`config.mk`:
```
export PLATFORM = sky130hd
export DESIGN_NAME = text_console_cursor
export DESIGN_NICKNAME = d
export VERILOG_FILES = /design/src/hdl/tcc_pkg.sv /design/src/hdl/text_console_cursor.sv
export SDC_FILE = /design/constraint.sdc
export NUM_CORES = 1
export LEC_CHECK = 0
export BUFFER_PORTS_ARGS = -buffer_cell sky130_fd_sc_hd__buf_2
export CORE_MARGIN = 2
export CORE_UTILIZATION = 61
export CTS_CLUSTER_DIAMETER = 60
export CTS_CLUSTER_SIZE = 30
export DETAILED_ROUTE_END_ITERATION = 8
export GPL_ROUTABILITY_DRIVEN = 0
export PLACE_DENSITY_LB_ADDON = 0.1
export SYNTH_ARGS = -nofsm -noshare
export SYNTH_HDL_FRONTEND = slang
export SYNTH_SLANG_ARGS = --single-unit
```
`constraint.sdc`:
```
create_clock -name clk_i -period 6.46 [get_ports clk_i]
set_input_delay 0.969 -clock clk_i [delete_from_list [all_inputs] [get_ports clk_i]]
set_output_delay 0.969 -clock clk_i [all_outputs]
set_load 0.03 [all_outputs]
```
`src/hdl/tcc_pkg.sv`:
```
// shared constants and helpers for the text console cursor
`timescale 1ns / 1ps
`default_nettype none

package tcc_pkg;

  localparam int unsigned ROW_STRIDE_DEF = 80;
  localparam int unsigned TAB_STEP_DEF   = 4;

  localparam int unsigned COORD_W = 8;
  localparam int unsigned ADDR_W  = 15;
  localparam int unsigned VALUE_W = 16;
  localparam int unsigned CFG_W   = 8;
  localparam int unsigned CFG_IDX_W = 2;

  localparam logic [CFG_IDX_W-1:0] REG_SCREEN_WIDTH = 2'd0;
  localparam logic [CFG_IDX_W-1:0] REG_TEXT_COLOR   = 2'd1;

  localparam logic [CFG_W-1:0] SCREEN_WIDTH_RST = 8'd80;
  localparam logic [CFG_W-1:0] TEXT_COLOR_RST   = 8'h0F;

  localparam logic [7:0] CH_BS    = 8'd8;
  localparam logic [7:0] CH_TAB   = 8'd9;
  localparam logic [7:0] CH_LF    = 8'd10;
  localparam logic [7:0] CH_VT    = 8'd11;
  localparam logic [7:0] CH_FF    = 8'd12;
  localparam logic [7:0] CH_CR    = 8'd13;
  localparam logic [7:0] CH_BLANK = 8'h20;

  localparam logic [COORD_W-1:0] ROW_MAX = 8'hFF;

  // row step that holds at the last row
  function automatic logic [COORD_W-1:0] row_inc(input logic [COORD_W-1:0] r);
    row_inc = (r == ROW_MAX) ? ROW_MAX : r + 8'd1;
  endfunction

endpackage

`default_nettype wire

```
`src/hdl/text_console_cursor.sv`:
```
// text console cursor engine: cursor tracking and cell write generation
`timescale 1ns / 1ps
`default_nettype none

// Takes one word per clock: either a character (tuser low) or a cursor move (tuser high).
// Every accepted word yields exactly one registered result word, carrying the cell
// write (if any), the clear request for form feed, and the cursor after the step. The
// cursor column and row live in two registers that update on the accepting edge, so the
// next word sees them at once; the result sits in a single output register, and a new
// word is taken whenever that register is empty or is being drained in the same cycle.
// Sustained rate is one word per cycle, set by the output register handshake.
// The address is column plus row times ROW_STRIDE, kept to 15 bits.

module text_console_cursor
  import tcc_pkg::*;
#(
  parameter int unsigned ROW_STRIDE = ROW_STRIDE_DEF,
  parameter int unsigned TAB_STEP   = TAB_STEP_DEF
) (
  input  wire logic                 clk_i,
  input  wire logic                 rst_ni,
  input  wire logic                 cfg_we_i,
  input  wire logic [CFG_IDX_W-1:0] cfg_index_i,
  input  wire logic [CFG_W-1:0]     cfg_data_i,
  input  wire logic                 s_axis_tvalid,
  output logic                      s_axis_tready,
  input  wire logic [23:0]          s_axis_tdata,  // char_code, new_x, new_y
  input  wire logic                 s_axis_tuser,  // kind
  output logic                      m_axis_tvalid,
  input  wire logic                 m_axis_tready,
  output logic [47:0]               m_axis_tdata,  // cell_address, cell_value, cursor_col,
                                                   // cursor_row, zero pad
  output logic [1:0]                m_axis_tuser   // cell_write, clear_screen
);

  localparam logic [COORD_W-1:0] STRIDE  = COORD_W'(ROW_STRIDE);
  localparam logic [COORD_W:0]   TAB_INC = (COORD_W+1)'(TAB_STEP);

  logic [CFG_W-1:0]   width_q, color_q;
  logic [COORD_W-1:0] col_q, row_q, col_d, row_d;
  logic               out_valid_q;
  logic [47:0]        out_data_q, out_data_d;
  logic [1:0]         out_user_q, out_user_d;

  logic               s_fire;
  logic [7:0]         char_code, new_x, new_y;
  logic [COORD_W:0]   col_w;
  logic [COORD_W-1:0] row_w, addr_col;
  logic [7:0]         val_char;
  logic               wr, clr;
  logic [15:0]        row_off;
  logic [16:0]        addr_sum;
  logic [ADDR_W-1:0]  cell_addr;
  logic [VALUE_W-1:0] cell_val;

  assign char_code = s_axis_tdata[7:0];
  assign new_x     = s_axis_tdata[15:8];
  assign new_y     = s_axis_tdata[23:16];

  assign s_axis_tready = !out_valid_q || m_axis_tready;
  assign s_fire        = s_axis_tvalid && s_axis_tready;

  always_comb begin
    col_w    = {1'b0, col_q};
    row_w    = row_q;
    addr_col = col_q;
    val_char = char_code;
    wr       = 1'b0;
    clr      = 1'b0;
    col_d    = col_q;
    row_d    = row_q;
    if (s_axis_tuser) begin
      col_d = new_x;
      row_d = new_y;
    end else begin
      case (char_code)
        CH_CR, CH_LF: begin
          col_w = '0;
          row_w = row_inc(row_q);
        end
        CH_TAB: begin
          col_w = col_w + TAB_INC;
        end
        CH_VT: begin
          row_w = row_inc(row_q);
        end
        CH_BS: begin
          if (col_q != '0) begin
            col_w    = {1'b0, col_q - 8'd1};
            addr_col = col_q - 8'd1;
            val_char = CH_BLANK;
            wr       = 1'b1;
          end
        end
        CH_FF: begin
          clr   = 1'b1;
          col_w = '0;
          row_w = '0;
        end
        default: begin
          wr    = 1'b1;
          col_w = col_w + 9'd1;
        end
      endcase
      // single wrap step at the screen edge
      if (col_w >= {1'b0, width_q}) begin
        col_w = col_w - {1'b0, width_q};
        row_w = row_inc(row_w);
      end
      col_d = col_w[COORD_W] ? 8'hFF : col_w[COORD_W-1:0];
      row_d = row_w;
    end
  end

  assign row_off   = row_q * STRIDE;
  assign addr_sum  = {1'b0, row_off} + {9'd0, addr_col};
  assign cell_addr = wr ? addr_sum[ADDR_W-1:0] : '0;
  assign cell_val  = wr ? {color_q, val_char} : '0;

  assign out_data_d = {1'b0, row_d, col_d, cell_val, cell_addr};
  assign out_user_d = {clr, wr};

  always_ff @(posedge clk_i or negedge rst_ni) begin
    if (!rst_ni) begin
      width_q <= SCREEN_WIDTH_RST;
      color_q <= TEXT_COLOR_RST;
    end else if (cfg_we_i) begin
      case (cfg_index_i)
        REG_SCREEN_WIDTH: width_q <= cfg_data_i;
        REG_TEXT_COLOR:   color_q <= cfg_data_i;
        default: ;
      endcase
    end
  end

  always_ff @(posedge clk_i or negedge rst_ni) begin
    if (!rst_ni) begin
      col_q       <= '0;
      row_q       <= '0;
      out_valid_q <= 1'b0;
    end else begin
      if (s_fire) begin
        col_q <= col_d;
        row_q <= row_d;
      end
      if (s_fire) begin
        out_valid_q <= 1'b1;
      end else if (m_axis_tready) begin
        out_valid_q <= 1'b0;
      end
    end
  end

  always_ff @(posedge clk_i) begin
    if (s_fire) begin
      out_data_q <= out_data_d;
      out_user_q <= out_user_d;
    end
  end

  assign m_axis_tvalid = out_valid_q;
  assign m_axis_tdata  = out_data_q;
  assign m_axis_tuser  = out_user_q;

  // cursor move lands exactly where asked
  a_move_sets_cursor: assert property (@(posedge clk_i) disable iff (!rst_ni)
    s_fire && s_axis_tuser |=> col_q == $past(new_x) && row_q == $past(new_y))
    else $error("cursor move not applied");

  // form feed homes the cursor when the width is nonzero
  a_ff_homes: assert property (@(posedge clk_i) disable iff (!rst_ni)
    s_fire && !s_axis_tuser && char_code == CH_FF && width_q != '0
    |=> col_q == '0 && row_q == '0)
    else $error("form feed did not home cursor");

  // a pending word always reports the current cursor
  a_out_cursor: assert property (@(posedge clk_i) disable iff (!rst_ni)
    m_axis_tvalid |-> m_axis_tdata[38:31] == col_q && m_axis_tdata[46:39] == row_q)
    else $error("output cursor out of step with state");

  // a word never both writes a cell and clears the screen
  a_write_xor_clear: assert property (@(posedge clk_i) disable iff (!rst_ni)
    m_axis_tvalid |-> !(m_axis_tuser[0] && m_axis_tuser[1]))
    else $error("cell write and clear in one word");

  // output only becomes valid after an accepted word
  a_valid_source: assert property (@(posedge clk_i) disable iff (!rst_ni)
    $rose(m_axis_tvalid) |-> $past(s_fire))
    else $error("output valid without input word");

endmodule

`default_nettype wire

```
Word level (Yosys, flattened, before mapping)
Index checks and enable logic that the tools add are counted.
W data, S select, Z words.
{ "totals": {"ff_bits": 82, "in_bits": 40, "out_inout_bits": 52, "elab_cells": 63} }
{ "op_classes": {"addsub": 7, "multipliers": 1, "n_lt_le_gt_ge": 1, "eq_ne": 9, "muxes": 25, "reduce_logical": 11} }
{ "op_table": {"columns": ["operator", "n"], "rows": [
  ["$mux W8", 14],
  ["$eq A8 B4 Y1 const B", 6],
  ["$pmux W9 S4", 1],
  ["$mux W9", 3],
  ["$add A8 B1 Y8 const B", 2],
  ["$eq A8 B8 Y1 const B", 2],
  ["$pmux W8 S2", 1],
  ["$add A15 B8 Y15", 1],
  ["$mul A8 B3 Y11 const B", 1],
  ["$add A8 B1 Y9 const B", 1],
  ["$add A8 B3 Y9 const B", 1],
  ["$ge A9 B8 Y1", 1],
  ["$sub A9 B8 Y9", 1],
  ["$reduce_bool A8 Y1", 1],
  ["$sub A8 B1 Y8 const B", 1],
  ["$reduce_or A3 Y1", 2],
  ["$mux W1", 5],
  ["$reduce_or A5 Y1", 1],
  ["$reduce_and A2 Y1", 2],
  ["$eq A2 B1 Y1 const B", 1],
  ["$logic_not A2 Y1", 1],
  ["$pmux W1 S2", 1],
  ["$reduce_bool A2 Y1", 1],
  ["$logic_and A1 B1 Y1", 1],
  ["2 further kinds", 2]
]} }

Depth between registers and ports, before layout
{ "logic_depth": {"depth_word": 9, "depth_mapped": 18, "depth_no_buf": 16} }

Worst setup path before layout
Ideal clock, no wire load.
{ "synth_path": {"kind": "input -> register", "from": "in s_axis_tdata[4]", "to": "reg out_data_q[34] (netlist: m_axis_tdata[34]), data pin", "setup_time_ns": 0.263, "arrival_time_ns": 4.639, "required_ns": 6.197, "setup_slack_ns": 1.558, "stages": 14, "n_path_buf": 2, "cell_sequence": "or4b_4 -> buf_6 -> nor4_4 -> nand2_1 -> o21ai_0 -> ha_1 -> nor2b_1 -> o211ai_1 -> a31oi_1 -> or3_1 -> buf_2 -> a311o_1 -> a211oi_1 -> nor2_1"} }
{ "synth_between": {"elab_chain_cells": 9, "elab_cells_between_ends": 15, "classes_between": "1 x add/sub; 1 x order compare; 6 x eq/ne; 6 x mux; 1 x reduce/logical"} }
{ "synth_rtl": {"columns": ["element", "line", "text"], "rows": [
  ["from (decl)", "text_console_cursor.sv:27", "input wire logic [23:0] s_axis_tdata,"],
  ["$eq A8 B4 Y1", "text_console_cursor.sv:76", "case (char_code)"],
  ["$reduce_or A3 Y1 (no line)", null, null],
  ["$pmux W9 S4 (*)", "text_console_cursor.sv:76", null],
  ["$mux W9 (*)", "text_console_cursor.sv:72", "if (s_axis_tuser) begin"],
  ["$sub A9 B8 Y9 or $ge A9 B8 Y1 (tied branches)", "text_console_cursor.sv:107, text_console_cursor.sv:106", null],
  ["$mux W9 (*)", "text_console_cursor.sv:106", "if (col_w >= {1'b0, width_q}) begin"],
  ["$mux W9 (*)", "text_console_cursor.sv:72", null],
  ["$mux W8 (*)", "text_console_cursor.sv:110", "col_d = col_w[COORD_W] ? 8'hFF : col_w[COORD_W-1:0];"],
  ["$mux W8 (*)", "text_console_cursor.sv:72", null],
  ["via col_d[3]", "text_console_cursor.sv:40", "logic [COORD_W-1:0] col_q, row_q, col_d, row_d;"],
  ["to (signal assigned)", "text_console_cursor.sv:156", "out_data_q <= out_data_d;"],
  ["to (decl)", "text_console_cursor.sv:42", "logic [47:0] out_data_q, out_data_d;"]
]} }
The timed path passes the listed nets; every way through them passes the cells marked *. The select of a mux whose other input is x is not followed.
A chain may end at the register's enable or synchronous reset.

Worst setup path in the final report
Same ends and word-level chain as after synthesis.

==> impl_results.md <==
- Status: finished clean
- WL final: 14.1 mm
- Starting Density: 62.7%
- Hold_buf cts: 0
- Flops & latches, synth: 82
- Clock latency on the worst-skew pair: 0.38 ns
- Worst setup margin: 1.02 ns
- Clock slew at reported path FFs: 0.09 ns
- GR Layer Usage met2: 47.3%
- Sequential fraction of the synthesis area: 40.0%
- Endpoints failing hold: 0
- Met1 usage: 38.1%
- Chip width: 101 um
- H-tree Lvls: 3
- Final setup skew: 0.0184 ns
- Yosys warnings: 0
- P&R area growth vs syn: 12.3%
- GRT met3 Usage: 5.04%
- Filler instances: 727
- PnR Total Power: 2.95 mW
- DIE AREA: 10,200 sq um
- Fmax: 184 MHz
- Vias in the first global route: 4,680
- CTS tree: done
- Fin nets: 750
- Final TNS setup: 0 ns
- Data required, critical path: 6.58 ns
- Antenna violations before repair: 0
- Leading cell type in the layout, fill and taps excluded: buf_2
- Max_slew headroom: 41.3%
- CTS Buf Count: 9
- Post-synth top flop: edfxtp_1
- Total GRT Usage: 28.7%
- Share of cells above drive strength 1: 23.6%
- Synthesized netlist net count: 671
- Core area: 9200 sq um
- Clock Sinks: 82
- CP endpoint kind: flip-flop
- DRC: 0
- Commonest cells after routing, fill and taps aside: buf_2, nor2_1, edfxtp_1
- Least-Margin Pin Slew: 0.881 ns
- IO Pins: 92
- Slew Viols, Final: 0
- Critical Path Source Type: input port
- Number of routed nets with antenna violations: 0
- Final min period: 5.44 ns
- DR WL/cell: 17.8 um
- Worst min path class: flip-flop to flip-flop
- Cells after Synth: 597
- Post-synth top area share: 25.5%
- Largest net degree at the start of global routing: 74
- Cell taking the most area after synthesis: edfxtp_1
- Largest cells by area after synthesis: edfxtp_1, dfrtp_1, ha_1
- Global-route wire length before repair: 23.0 mm
- Port bufs: 90
- Number of antenna diodes: 0
- Place WS: 0.686 ns
- Vias per cell: 6.28
- HPWL Detailed: 10.3 mm
- Final Setup Violations: 0
- Kind of critical path: input port to flip-flop
- WP data arrival: 5.56 ns
- Die Ht: 101 um
- Longest Clk Path Bufs: 2
- Post-CTS setup buffers: 0
- Pre-antenna DRT Iters: 6
- Critical-path maximum fanout: 11
- RSZ-0062 raised after global routing: false
- 1st-iter DRT viols: 371
- Leakage: 2.68 nW
- Post-CTS sizing: 0
- Grt ovf: 0
- Peak VDD IR: 0.000309 V
- Power Density: 456 nW/um^2
- Netlist cell types: 82
- Fin crit share: 84.2%
- Max-cap viol count: 0
- # rows: 35
- DR vias: 4,970
- FFs w/ async S/R, synth: 40.2%
- Root Driver: clkbuf_8
- Mean Syn Cell Area: 9.65 sq um
- GRT busiest layer: met2
- EDFF count, synth: 49
- Post-Syn Area: 5760 sq um
flip-flops by register name, summed over array words and instances (netlist names):
name and count:
m_axis_tdata 47, col_q 8, color_q 8, row_q 8
width_q 8, m_axis_tuser 2, m_axis_tvalid 1
path summary, 6_finish.rpt:
check,from,endpoint,slack (ns),cells after the start
worst max-delay path,s_axis_tdata[4],m_axis_tdata[34],1.02,13
worst max register to register,col_q[0],m_axis_tdata[34],1.49,14
max in group asynchronous,rst_ni,row_q[4],5.25,1
worst min register to register,color_q[6],color_q[6],0.51,1
min in group asynchronous,rst_ni,color_q[7],0.68,1
worst min-delay path,color_q[6],color_q[6],0.51,1
layout make-up:
cell class / instances / area, sq um / area share (%)
flip-flops and latches: 82 / 2300 / 35.6
multi-input cells: 449 / 3180 / 49.2
clock inverters: 6 / 68.8 / 1.06
clock buffers: 10 / 138 / 2.13
well taps: 111 / 139 / 2.15
inverters: 38 / 143 / 2.20
repair buffers: 96 / 495 / 7.66
report_power, final:
group	internal, mW	switching [mW]	total (mW)
Combinational	0.660	1.03	1.69
Sequential	0.711	0.143	0.854
Clock	0.193	0.212	0.405
Total	1.56	1.39	2.95
cell families (layout without fill, tap and decap cells):
family                     Yosys count  after routing  synth area share [%]
adders and majority gates           34             34                  7.77
buffers and inverters               66            150                  4.73
and+or+nand+nor                    202            202                  19.1
DFF                                 82             82                  40.0
AOI/OAI and AO/OA                  163            163                  19.9
xor gates and xnor gates            24             24                  3.65
muxes                               25             25                  4.73
other                                1              1                0.0651
through the flow:
| stage | instances | util [%] | hold slack, ns | instance area, sq um |
|---|---|---|---|---|
| floorplan | 597 | - | 0.471 | 5760 |
| global placement | 776 | 68.1 | 0.482 | 6270 |
| CTS | 792 | 70.4 | 0.515 | 6470 |
| finish | 792 | 70.4 | 0.512 | 6470 |
| detailed placement | 776 | 68.1 | 0.491 | 6270 |
| global route | 792 | 70.4 | 0.534 | 6470 |
critical path: stages:
cell and delay [ns]:
buf_2 0.13, or4b_4 0.66, nor4_4 0.47, nand2_1 0.25, o21ai_0 0.46, ha_1 0.33, nor2b_1 0.15, o211ai_1 0.30
a31oi_1 0.28, or3_1 0.58, a311o_1 0.48, a211oi_1 0.41, nor2_1 0.09
cells in the mapped netlist (all sizes together) (6+ instances only):
cell type,number
nand3,16
a21oi,30
xor2,9
o211ai,6
o21ai,44
inv,37
and2,15
nand2,43
buf,9
nor2,52
a31oi,8
or3,8
mux2i,7
ha,31
xnor2,15
clkbuf,19
nor4,8
mux2,18
dfrtp,27
edfxtp,49
nor3,17
nor2b,11
o31ai,9
dfstp,6
per-layer routing:
layer	vias up	share of wire (%)
li1	2369	-
met1	2335	42
met2	225	49
met3	41	6.7
met4	0	2.5
met5	-	0
Power figures use the tool's default switching activity.
